===== src/cbp_out_skid.sv =====
`default_nettype none

// Two-entry result buffer: keeps the pipeline moving while a beat waits
// and cuts the path from the downstream ready to the upstream ready.
module cbp_out_skid #(
	parameter int W = 8
) (
	input  logic         clk,
	input  logic         arst_n,
	input  logic         push,
	input  logic [W-1:0] push_data,
	output logic         full,
	output logic         out_valid,
	input  logic         out_ready,
	output logic [W-1:0] out_data
);

	localparam logic [1:0] DEPTH = 2'd2;

	logic [W-1:0] mem_q [2];
	logic         wr_q;
	logic         rd_q;
	logic [1:0]   cnt_q;
	logic         pop;

	assign pop = out_valid && out_ready;

	// pointers and fill level
	always_ff @(posedge clk or negedge arst_n) begin
		if (!arst_n) begin
			wr_q  <= 1'b0;
			rd_q  <= 1'b0;
			cnt_q <= 2'd0;
		end else begin
			if (push) begin
				wr_q <= ~wr_q;
			end
			if (pop) begin
				rd_q <= ~rd_q;
			end
			cnt_q <= cnt_q + 2'(push) - 2'(pop);
		end
	end

	always_ff @(posedge clk) begin
		if (push) begin
			mem_q[wr_q] <= push_data;
		end
	end

	assign full      = cnt_q == DEPTH;
	assign out_valid = cnt_q != 2'd0;
	assign out_data  = mem_q[rd_q];

endmodule

`default_nettype wire


===== config.mk =====
export PLATFORM = sky130hd
export DESIGN_NAME = cbp_out_skid
export DESIGN_NICKNAME = d
export VERILOG_FILES = /design/src/cbp_out_skid.sv
export SDC_FILE = /design/constraint.sdc
export NUM_CORES = 1
export LEC_CHECK = 0
export BUFFER_PORTS_ARGS = -buffer_cell sky130_fd_sc_hd__buf_4
export CAP_MARGIN = 20
export CORE_MARGIN = 4
export CORE_UTILIZATION = 48
export DETAILED_ROUTE_END_ITERATION = 7
export PLACE_DENSITY = 0.74
export SKIP_CTS_REPAIR_TIMING = 1
export SYNTH_ARGS = -nofsm -noshare
export SYNTH_HDL_FRONTEND = slang
export SYNTH_SLANG_ARGS = --single-unit

===== constraint.sdc =====
create_clock -name clk -period 3.01 [get_ports clk]
set_clock_uncertainty 0.1 [all_clocks]
set_input_delay 0.4515 -clock clk [delete_from_list [all_inputs] [get_ports clk]]
set_output_delay 0.4515 -clock clk [all_outputs]
set_load 0.02 [all_outputs]

==> qor.yml <==
run_status:
  outcome: "finished clean"
clocking:
  clockBufferDepth: 2
  cts_root_buffer: "clkbuf_4"
  cts_tree: "yes"
  numCtsBuffers: 3
  clkTransAtPathRegs_ns: 0.11
  cts_sinks: 20
  clk-insertion-delay-late_ns: 0.29
  cts-htree-levels: 1
placement:
  portBuffers: 21
  place.gp.congestion: 0.653
  placed_area_sq_um: 978
synthesis:
  synthCells: 42
  ys.flop_type: "edfxtp_1"
  synthTopCellsByCount: "edfxtp_1 (16), mux2_4 (8), dfrtp_1 (4)"
  ys_seq_area_frac: 0.715
  syn_nets: 56
  synthMostInstantiatedCell: "edfxtp_1"
  yosysWarnings: 0
  yosys.area.top_type: "edfxtp_1"
  synth_area_leaders: "edfxtp_1 (59%), mux2_4 (15%), dfrtp_1 (12%)"
  synth_top_area_share: 0.592
  syn_area_per_cell_sq_um: 19.3
  ys_ff_latch: 20
  synth_enable_flop_cells: 16
  synthArstFlopShare: 0.200
  ys_types: 12
  synth_area_sq_um: 812
die:
  io_pins: 22
  core_area_sq_um: 1560
  dieArea_sq_um: 2410
  start_util: 0.521
  die-width_microns: 49.1
  chipHeight_microns: 49.1
  row_count: 14
layout:
  seq_area_sq_um: 581
  nets: 82
  drive_gt1_frac: 0.493
  final_cell_area_sq_um: 1010
  antenna_cells: 0
  multi_input_area_sq_um: 213
  area_delta_synth_final_pct: 25.0
  fillers: 113
run:
  drv_cap: 0
setup_path:
  critPathLaunchType: "register"
  reg2reg_from: "cnt_q[0]"
  timing.critical_path.buf_inv: 1
  cp_cell_sequence: "mux2_4 > buf_4"
  crit_fanout: 9
  worst_path_largest_cell_delay_ns: 0.68
  crit_type: "register to output pin"
  critPathArrivalTime_ns: 1.46
  worstPathRequired_ns: 2.46
  cp-end-kind: "output pin"
  critPathLaunch: "rd_q"
  cp_slowest_cell: "dfrtp_1"
  critical-path-top-delay-family: "flip-flops"
detailed_routing:
  ant_nets: 0
  wirelength_mm: 1.19
  drc: 0
  first_pass_iters: 4
  drtIter0Drc: 3
  vias: 410
  avgViaCountPerCell: 4.94
  routedWlPerCell_microns: 14.3
power:
  p_per_area_nw_per_um2: 932
  p_total_mw: 0.945
  peakVddDrop_uv: 450
  p_leak_nw: 0.433
hold_path:
  min_path_type: "primary input to register"
  hp-start: "push_data[7]"
timing:
  hold_viol_final: 0
  setup-violations-final: 0
  relSlewSlack: 0.511
  slew_violations: 0
  holdWs_ns: 0.232
  worstMarginPinSlew_ns: 0.732
  finalSetupTns_ns: 0
  rsz0062_at_grt: "false"
  timing.final.crit_share: 0.670
  min_period_ns: 2.02
  max_freq_mhz: 496
global_routing:
  grt_overflow: 0
  grt_pass1_wl_mm: 1.90
  grt_max_degree: 12
  antenna_found_initial: 0
  grt_usage: 0.107
  grt_pass1_vias: 433
[power by group]
group	switching [mW]	internal [mW]	total, mW
clock	0.0763	0.0515	0.128
combinational	0.172	0.208	0.380
sequential	0.0599	0.377	0.437
[layout by cell type (no fill, tap or decap)]
cell,count
or2_2,1
ha_1,2
o21a_1,1
nor2b_1,2
clkbuf_4,3
and2_1,1
xnor2_1,2
clkbuf_1,1
dfrtp_1,4
dlygate4sd3_1,1
buf_4,21
xor2_1,2
inv_1,2
edfxtp_1,16
mux2_4,8
[stage by stage]
stage	util	setup WS, ns	cells
6_report	0.651	0.994	83
5_1_grt	0.651	0.913	83
2_1_floorplan	-	1.49	42
3_3_place_gp	0.628	1.32	78
4_1_cts	0.644	0.969	82
3_5_place_dp	0.628	1.30	78
[cell type report]
| type | count | area share |
|---|---|---|
| flip-flops and latches | 20 | 0.572 |
| multi-input cells | 19 | 0.210 |
| repair buffers | 22 | 0.165 |
| clock buffers | 4 | 0.0259 |
| well taps | 16 | 0.0197 |
| inverters | 2 | 0.00740 |
[kinds of logic (layout without fill, tap and decap cells)]
group	count (synthesis)	count (layout)	share of synthesized area
AO/OA/AOI/OAI	1	1	0.00925
XOR/XNOR	4	4	0.0432
adder cells (fa/ha/maj)	2	2	0.0308
buffers and inverters	3	28	0.0231
flip-flops	20	20	0.715
multiplexers	8	8	0.148
AND/OR/NAND/NOR	4	4	0.0308
[worst paths after layout]
| check | to | depth (start not counted) | slack, ns |
|---|---|---|---|
| worst max-delay path | out_data[6] | 2 | 0.99 |
| worst min-delay path | mem_q[0][7] | 1 | 0.23 |
| worst max register to register | cnt_q[1] | 6 | 1.38 |
| worst min register to register | wr_q | 1 | 0.40 |
| max in group asynchronous | rd_q | 2 | 2.32 |
| min in group asynchronous | wr_q | 2 | 0.38 |
[sequential cells by signal, indices dropped and copies added (netlist names)]
signal and count:
wr_q 1, rd_q 1, mem_q 16, cnt_q 2
[per-layer routing]
metal	share of wire	vias to the layer above	track usage
li1	-	202	-
met1	0.37	199	0.101
met2	0.58	9	0.210
met3	0.042	0	0.0306
met4	0	0	0.0427
met5	0	-	0
[worst register-to-register path, delay by kind of cell (launching register included)]
family          cells  cell delay [ns]
compound gates      1             0.23
xor+xnor            2             0.31
fa+ha+maj           2             0.46
buf+inv             1             0.04
flops               1             0.42
Power figures use the tool's default switching activity.
