**config.mk**
```make
export PLATFORM = sky130hd
export DESIGN_NAME = cbp_rem_pipe
export DESIGN_NICKNAME = d
export VERILOG_FILES = /design/src/cbp_rem_pipe.sv
export SDC_FILE = /design/constraint.sdc
export NUM_CORES = 1
export LEC_CHECK = 0
export BUFFER_PORTS_ARGS = -buffer_cell sky130_fd_sc_hd__buf_2
export CAP_MARGIN = 20
export CORE_MARGIN = 1.5
export CORE_UTILIZATION = 39
export CTS_CLUSTER_DIAMETER = 80
export DETAILED_ROUTE_END_ITERATION = 7
export PLACE_DENSITY = 0.61
export REMOVE_ABC_BUFFERS = 1
export SYNTH_ARGS = -nofsm -noshare
export SYNTH_HDL_FRONTEND = slang
export SYNTH_SLANG_ARGS = --single-unit
```
**constraint.sdc**
```tcl
create_clock -name clk -period 4.4 [get_ports clk]
set_input_delay 0 -clock clk [delete_from_list [all_inputs] [get_ports clk]]
set_output_delay 0 -clock clk [all_outputs]
set_load 0.1 [all_outputs]
```
**src/cbp_rem_pipe.sv**
```systemverilog
`default_nettype none

// Pipelined restoring divider: one dividend bit per stage, several lanes
// sharing one valid and one sideband. Divisors must stay static while beats
// are in flight (the divider does not enforce it), so they are not carried along.
module cbp_rem_pipe #(
	parameter int NL = 1,
	parameter int AW = 8,
	parameter int DW = 8,
	parameter int PW = 1
) (
	input  logic          clk,
	input  logic          arst_n,
	input  logic          en,
	input  logic          in_valid,
	input  logic [AW-1:0] in_a [NL],
	input  logic [DW-1:0] d [NL],
	input  logic [PW-1:0] in_pay,
	output logic          out_valid,
	output logic [DW-1:0] out_rem [NL],
	output logic [AW-1:0] out_quo [NL],
	output logic [PW-1:0] out_pay
);

	logic          vld_s [AW];
	logic [AW-1:0] dvd_s [AW][NL];
	logic [DW-1:0] rem_s [AW][NL];
	logic [AW-1:0] quo_s [AW][NL];
	logic [PW-1:0] pay_s [AW];

	for (genvar k = 0; k < AW; k++) begin : g_stage
		logic          v_in;
		logic [PW-1:0] p_in;
		logic [AW-1:0] a_in [NL];
		logic [DW-1:0] r_in [NL];
		logic [AW-1:0] q_in [NL];
		logic [DW-1:0] r_nx [NL];
		logic [AW-1:0] q_nx [NL];

		// stage inputs
		if (k == 0) begin : g_head
			assign v_in = in_valid;
			assign p_in = in_pay;
			for (genvar l = 0; l < NL; l++) begin : g_lane
				assign a_in[l] = in_a[l];
				assign r_in[l] = '0;
				assign q_in[l] = '0;
			end
		end else begin : g_body
			assign v_in = vld_s[k-1];
			assign p_in = pay_s[k-1];
			for (genvar l = 0; l < NL; l++) begin : g_lane
				assign a_in[l] = dvd_s[k-1][l];
				assign r_in[l] = rem_s[k-1][l];
				assign q_in[l] = quo_s[k-1][l];
			end
		end

		// shift in next dividend bit, subtract if it fits
		for (genvar l = 0; l < NL; l++) begin : g_step
			logic [DW:0] trial;
			logic        take;
			assign trial   = {r_in[l], a_in[l][AW-1-k]};
			assign take    = trial >= {1'b0, d[l]};
			assign r_nx[l] = take ? DW'(trial - {1'b0, d[l]}) : DW'(trial);
			assign q_nx[l] = AW'({q_in[l], take});
		end

		always_ff @(posedge clk or negedge arst_n) begin
			if (!arst_n) begin
				vld_s[k] <= 1'b0;
			end else if (en) begin
				vld_s[k] <= v_in;
			end
		end

		always_ff @(posedge clk) begin
			if (en) begin
				pay_s[k] <= p_in;
				dvd_s[k] <= a_in;
				rem_s[k] <= r_nx;
				quo_s[k] <= q_nx;
			end
		end
	end

	assign out_valid = vld_s[AW-1];
	assign out_rem   = rem_s[AW-1];
	assign out_quo   = quo_s[AW-1];
	assign out_pay   = pay_s[AW-1];

endmodule

`default_nettype wire

```
==> flow_summary.json, run 1 <==
{
  "reg2reg_to": "rem_s[1][4]$_DFFE_PP_",
  "cell_internal_pwr_mw": 3.35,
  "syn_inst": 590,
  "p_per_area_mw_per_mm2": 591,
  "grt_max_degree": 103,
  "worstSkewPairLatency_ns": 0.41,
  "switchingPower_mw": 1.83,
  "clk_path_buf_depth": 2,
  "cts_resized": 0,
  "synth_edf_count": 136,
  "first_global_vias": 4965,
  "cts_tree": "done",
  "avgSynthCellArea_sq_um": 12.8,
  "peakVddDrop_mv": 0.313,
  "slew_headroom_pct": 28.1,
  "switching_share_pct": 35.4,
  "vias": 4924,
  "synth_top_flop_cell": "edfxtp_1",
  "fp.dieH_microns": 142,
  "whs_endpoint": "rem_s[0][7]$_SDFFCE_PP0P_",
  "dieArea_sq_mm": 0.0202,
  "wirelength_mm": 15.0,
  "gr-total-overflow": 0,
  "ff2ff_setup_slack_ns": 1.63,
  "end_kind": "flip-flop",
  "fillers": 1695,
  "core_sq_mm": 0.0188,
  "cts.sinks": 144,
  "routedWlPerCell_microns": 16.1,
  "io_pins": 39,
  "htreeDepth": 4,
  "finalSetupViolations": 0,
  "worst_slew_pin_slew_ns": 1.08,
  "crit_fanout": 13,
  "antenna_found_initial": 0,
  "grt_pass1_wl_mm": 24.5,
  "clkTransAtPathRegs_ns": 0.06,
  "ant_nets": 0,
  "fin_setup_tns_ns": 0,
  "rows": 50,
  "drc_errors": 0,
  "portBuffers": 38,
  "hpwl_mm": 10.4,
  "diodes": 0,
  "synthArstFlopShare_pct": 5.56,
  "clock_skew_ns": 0.00806,
  "worstSetupPathType": "in2reg",
  "cts_buffers": 17,
  "start_kind": "input port",
  "synthesis.area_sq_mm": 0.00754,
  "r2r-start": "rem_s[0][29]$_DFFE_PP_",
  "fin_crit_ns": 2.90,
  "crit_required_ns": 4.56,
  "holdWs_ns": 0.114,
  "static-leakage-power_nw": 3.40,
  "arrival_ns": 3.07,
  "clkPwrFrac_pct": 26.3,
  "first_pass_iters": 5,
  "yosys_warnings": 0,
  "root_buffer": "clkbuf_16",
  "drv_slew": 0,
  "hold_depth": 4,
  "synth.distinct_cells": 53,
  "status": "finished clean",
  "rsz0062_at_grt": "false",
  "maxCapViolCount": 0,
  "synth_seq_cells": 144,
  "area_growth_pct": 16.2,
  "fmax_mhz": 344,
  "worstHoldPathType": "in2reg",
  "grt_usage_pct": 15.8,
  "power_frac_comb_pct": 35.3,
  "finalCritPeriodShare_pct": 66.0,
  "die_width_microns": 142,
  "min-delay-start": "d[4]",
  "drt-vias-per-instance": 5.29,
  "power_frac_seq_pct": 38.4,
  "yosysSeqAreaShare_pct": 56.8,
  "reg2reg_depth": 5,
  "final_nets": 744,
  "place.gp.congestion": 0.887,
  "drive_above_1_share_pct": 16.8,
  "hold_viol": 0,
  "drt_iter0_drc": 336,
  "initial_core_util_pct": 40.0
}
final cells by class:
cell class	instances	area [sq um]	share of cell area, %
sequential	144	4280	48.9
tap	260	325	3.71
clock buffer	18	429	4.90
timing repair buffer	56	372	4.24
inverter	40	151	1.73
clock inverter	14	134	1.53
multi-input combinational	399	3060	35.0
layer usage:
layer / global-route usage, % / vias up / wire length, microns
met1: 19.9 / 2389 / 6650
met5: 0 / - / 0
met2: 26.7 / 120 / 7400
met4: 6.67 / 0 / 361
li1: - / 2387 / -
met3: 3.23 / 28 / 592
registers in the layout (all words and copies together), names as in the netlist:
signal and count:
dvd_s 28, rem_s 64, quo_s 36, out_valid 1, pay_s 8, g_stage.v_in 7
what timing repair did:
action | 4_1_cts | 5_1_grt
setup buffers | 0 | 0
hold buffers | 16 | 0
hold endpoints to repair | 21 | 0
power groups by stage:
stage / clock (mW) / sequential, mW / combinational, mW
finish: 1.36 / 1.99 / 1.83
global route: 1.45 / 2.02 / 2.00
CTS: 1.40 / 1.99 / 1.82
detailed placement: 0 / 2.02 / 1.80
global placement: 0 / 2.02 / 1.75
floorplan: 0 / 2.31 / 1.12
cell usage in the layout (no fill, tap or decap), types with 4 or more instances in the layout:
master         count
nand2b_1           8
o31a_1             5
o31ai_1            4
o21ai_0           39
a211oi_1           7
nor2_1            31
ha_1              58
mux2i_1            7
inv_1             39
nand2_1           28
dlygate4sd3_1     16
clkbuf_16         17
mux2_2            26
nor3_1             7
a21oi_1           44
a21o_1            13
fa_1               7
buf_2             37
and2_1             5
a31o_2             4
or2_2              4
clkinv_4           5
dfrtp_1            8
and3_1             4
inv_6              5
xnor2_1           12
nor2b_1            9
edfxtp_1         136
nand3_1           10
xor2_1             9
o21a_1            12
nor4_1             4
or3_1              6
cell families (layout without fill, tap and decap cells):
family,after synthesis,in the layout,share of synthesized area (%)
buffers and inverters,47,128,2.49
flip-flops,144,144,56.8
adder cells (fa/ha/maj),65,65,11.5
XOR/XNOR,21,21,2.44
multiplexers,33,33,4.81
AO/OA/AOI/OAI,155,155,13.6
AND/OR/NAND/NOR,125,125,8.35
worst max path at each step:
stage	startpoint	to	depth (start not counted)
3_5_place_dp	d[1]	rem_s[0][12]$_DFFE_PP_	6
5_1_grt	d[6]	rem_s[0][31]$_DFFE_PP_	9
2_1_floorplan	rem_s[0][28]$_DFFE_PP_	rem_s[1][3]$_DFFE_PP_	5
3_3_place_gp	rem_s[0][29]$_DFFE_PP_	rem_s[1][3]$_DFFE_PP_	5
6_report	d[7]	rem_s[1][4]$_DFFE_PP_	8
4_1_cts	d[6]	rem_s[1][4]$_DFFE_PP_	8
stage by stage:
| stage | cell area [sq um] | std cells | total power, mW | setup slack [ns] | util (%) |
|---|---|---|---|---|---|
| 6_report | 8760 | 931 | 5.18 | 1.50 | 46.5 |
| 5_1_grt | 8760 | 931 | 5.47 | 1.24 | 46.5 |
| 4_1_cts | 8750 | 930 | 5.21 | 1.53 | 46.5 |
| 3_5_place_dp | 8030 | 882 | 3.82 | 1.58 | 42.6 |
| 3_3_place_gp | 8030 | 882 | 3.76 | 1.67 | 42.6 |
| 2_1_floorplan | 7500 | 583 | 3.42 | 2.02 | - |
critical path: stages:
cell and delay [ns]:
dlygate4sd3_1 0.51, buf_2 0.15, inv_1 0.25, ha_1 0.44, nand3_1 0.12, or2_2 0.33, o221ai_1 0.85, mux2_2 0.41
cells in the mapped netlist, types with 5 or more instances:
library cell  count  area (sq um)
xor2_1            9          78.8
nand3_1          10          50.1
nor3_1            7          35.0
o31a_1            5          43.8
o21ai_0          39           195
nor2b_1           9          56.3
edfxtp_1        136          4080
mux2i_1           7          70.1
a211oi_1          7          52.6
nand2_1          28           105
a21o_1           13          97.6
dfrtp_1           8           200
o21a_1           12          90.1
a21oi_1          44           220
mux2_2           26           293
nand2b_1          8          50.1
fa_1              7           140
nor2_1           31           116
and2_1            5          31.3
ha_1             58           726
inv_1            39           146
xnor2_1          12           105
or3_1             6          37.5
No activity file was read; power rests on OpenSTA's default activity.
==> inputs of run 2 (changes only) <==
clock period = 2.7 ns   (was 4.4 ns; I/O delays follow)
==> run 2 against run 1 <==
  * Combinational power is 66% higher
  * Via count is 1.0% higher
  * Sequential power is 62% higher
  * Sequential share of layout area is 1.0 points lower
  * Worst hold slack worse by 0.093 ns
  * Critical endpoint is now rem_s[1][3]$_DFFE_PP_
  * Largest cell class unchanged
  * Highest routed layer unchanged
==> flow_summary.json, run 2 (synthesis results as in run 1) <==
{
  "diodes": 0,
  "regMostFlops": "rem_s",
  "root_buffer": "clkbuf_16",
  "fp.dieH_microns": 142,
  "fmax_mhz": 418,
  "wirelength_mm": 14.8,
  "critical_path.slowest_cell": "dlygate4sd3_1",
  "cts_tree": "done",
  "grt_max_degree": 73,
  "static-leakage-power_nw": 3.51,
  "hold_viol": 0,
  "switching_share_pct": 34.7,
  "worstSkewPairLatency_ns": 0.42,
  "layout_common_cells": "edfxtp_1, ha_1, a21oi_1, o21ai_0, inv_1",
  "finalSetupViolations": 0,
  "critPathMaxStageDelay_ns": 0.53,
  "fin_crit_ns": 2.39,
  "post-route-util_pct": 47.5,
  "switchingPower_mw": 3.03,
  "routedWlPerCell_microns": 15.7,
  "grt_usage_pct": 15.8,
  "clock_skew_ns": 0.00695,
  "ant_nets": 0,
  "first_pass_iters": 4,
  "arrival_ns": 2.57,
  "io_pins": 39,
  "p_per_area_mw_per_mm2": 977,
  "place.gp.congestion": 0.871,
  "rows": 50,
  "crit_required_ns": 2.87,
  "grt_pass1_wl_mm": 24.3,
  "worstHoldPathType": "in2reg",
  "maxCapViolCount": 0,
  "cp_num_cells": 10,
  "cell_internal_pwr_mw": 5.71,
  "drc_errors": 0,
  "cp_cell_sequence": "dlygate4sd3_1 > buf_2 > inv_1 > buf_4 > ha_1 > nand3_1 > or2_2 > o221ai_1 > buf_4 > mux2_2",
  "vias": 4974,
  "drt_iter0_drc": 364,
  "reg2reg_depth": 6,
  "die_width_microns": 142,
  "area_growth_pct": 18.8,
  "initial_core_util_pct": 40.0,
  "first_global_vias": 5098,
  "core_sq_mm": 0.0188,
  "antenna_found_initial": 0,
  "peakVddDrop_mv": 0.471,
  "final_nets": 760,
  "status": "finished clean",
  "dieArea_sq_mm": 0.0202,
  "clkTransAtPathRegs_ns": 0.07,
  "clkPwrFrac_pct": 28.4,
  "slew_headroom_pct": 55.1,
  "rsz0062_at_grt": "false",
  "layout.area.seq_sq_mm": 0.00428,
  "cts_buffers": 17,
  "worstSetupPathType": "in2reg",
  "power_frac_seq_pct": 36.9,
  "drt-vias-per-instance": 5.25,
  "cts.sinks": 144,
  "gr-total-overflow": 0,
  "end_kind": "flip-flop",
  "start_kind": "input port",
  "fin_setup_tns_ns": 0,
  "power_frac_comb_pct": 34.6,
  "drive_above_1_share_pct": 19.1,
  "cts_resized": 0,
  "multi_input_area_sq_mm": 0.00306,
  "htreeDepth": 4,
  "largest_reg_flops": 64,
  "worst_slew_pin_slew_ns": 0.673,
  "layout_commonest_cell": "edfxtp_1",
  "timing.critical_path.buf_inv": 5,
  "drv_slew": 0,
  "fillers": 1649,
  "finalCritPeriodShare_pct": 88.6,
  "crit_family": "buffers and inverters",
  "crit_top_cell": "buf_4",
  "hold_depth": 3,
  "reg_top3": "rem_s: 64 flops, quo_s: 36 flops, dvd_s: 28 flops",
  "portBuffers": 38,
  "clk_path_buf_depth": 2,
  "hpwl_mm": 10.6,
  "crit_fanout": 7
}
run 2: cell types whose count changed in the layout (fill, tap and decap cells not counted), sizes merged:
| cell | previous run | this run |
|---|---|---|
| buf | 40 | 57 |
| clkinvlp | 1 | 3 |
| bufinv | 1 | 3 |
| dlygate4sd3 | 16 | 15 |
| clkbuf | 18 | 17 |
| inv | 44 | 46 |
| clkinv | 8 | 3 |
run 2: area by class of cell:
type | instances | area share, %
clock buffer | 17 | 4.75
clock inverter | 15 | 2.22
inverter | 40 | 1.69
multi-input combinational | 399 | 34.2
sequential | 144 | 47.9
tap | 260 | 3.63
timing repair buffer | 72 | 5.61
run 2: path summary, 6_finish.rpt:
check	startpoint	to	slack, ns
min in group asynchronous	arst_n	g_stage[3].v_in$_DFFE_PN0P_	0.53
max	d[5]	rem_s[1][3]$_DFFE_PP_	0.31
min reg2reg	pay_s[0][3]$_DFFE_PP_	pay_s[1][0]$_DFFE_PP_	0.42
max in group asynchronous	arst_n	g_stage[2].v_in$_DFFE_PN0P_	1.92
max reg2reg	rem_s[1][2]$_DFFE_PP_	rem_s[1][14]$_DFFE_PP_	0.33
min	d[6]	rem_s[0][2]$_SDFFCE_PP0P_	0.02
run 2: worst min-delay path: cells and delay by family:
family | cells | cell delay [ns]
simple gates | 2 | 0.18
buf+inv | 1 | 0.10
run 2: what timing repair did:
action / in CTS / in global routing
hold endpoints to repair: 21 / 0
hold buffers: 15 / 0
setup buffers: 0 / 0
run 2: power by group through the flow:
stage | sequential (mW) | clock, mW | combinational, mW
final | 3.23 | 2.49 | 3.03
after global routing | 3.28 | 2.64 | 3.32
after CTS | 3.24 | 2.55 | 3.03
after detailed placement | 3.28 | 0 | 3.00
after global placement | 3.28 | 0 | 2.93
after floorplan | 3.76 | 0 | 1.82
run 2: through the flow:
stage / std cells / area, sq um / total power, mW / hold slack (ns) / setup slack, ns
2_1_floorplan: 583 / 7500 / 5.58 / -0.296 / 0.316
3_3_place_gp: 900 / 8180 / 6.20 / -0.159 / 0.460
3_5_place_dp: 900 / 8180 / 6.28 / -0.152 / 0.338
4_1_cts: 947 / 8950 / 8.82 / 0.00204 / 0.338
5_1_grt: 947 / 8950 / 9.24 / 0.0131 / 0.176
6_report: 947 / 8950 / 8.75 / 0.0209 / 0.306
run 2: layer usage:
layer | routed length [microns] | global-route usage, %
met1 | 6710 | 18.3
met2 | 7160 | 26.9
met3 | 468 | 4.68
met4 | 503 | 7.87
met5 | 0 | 0
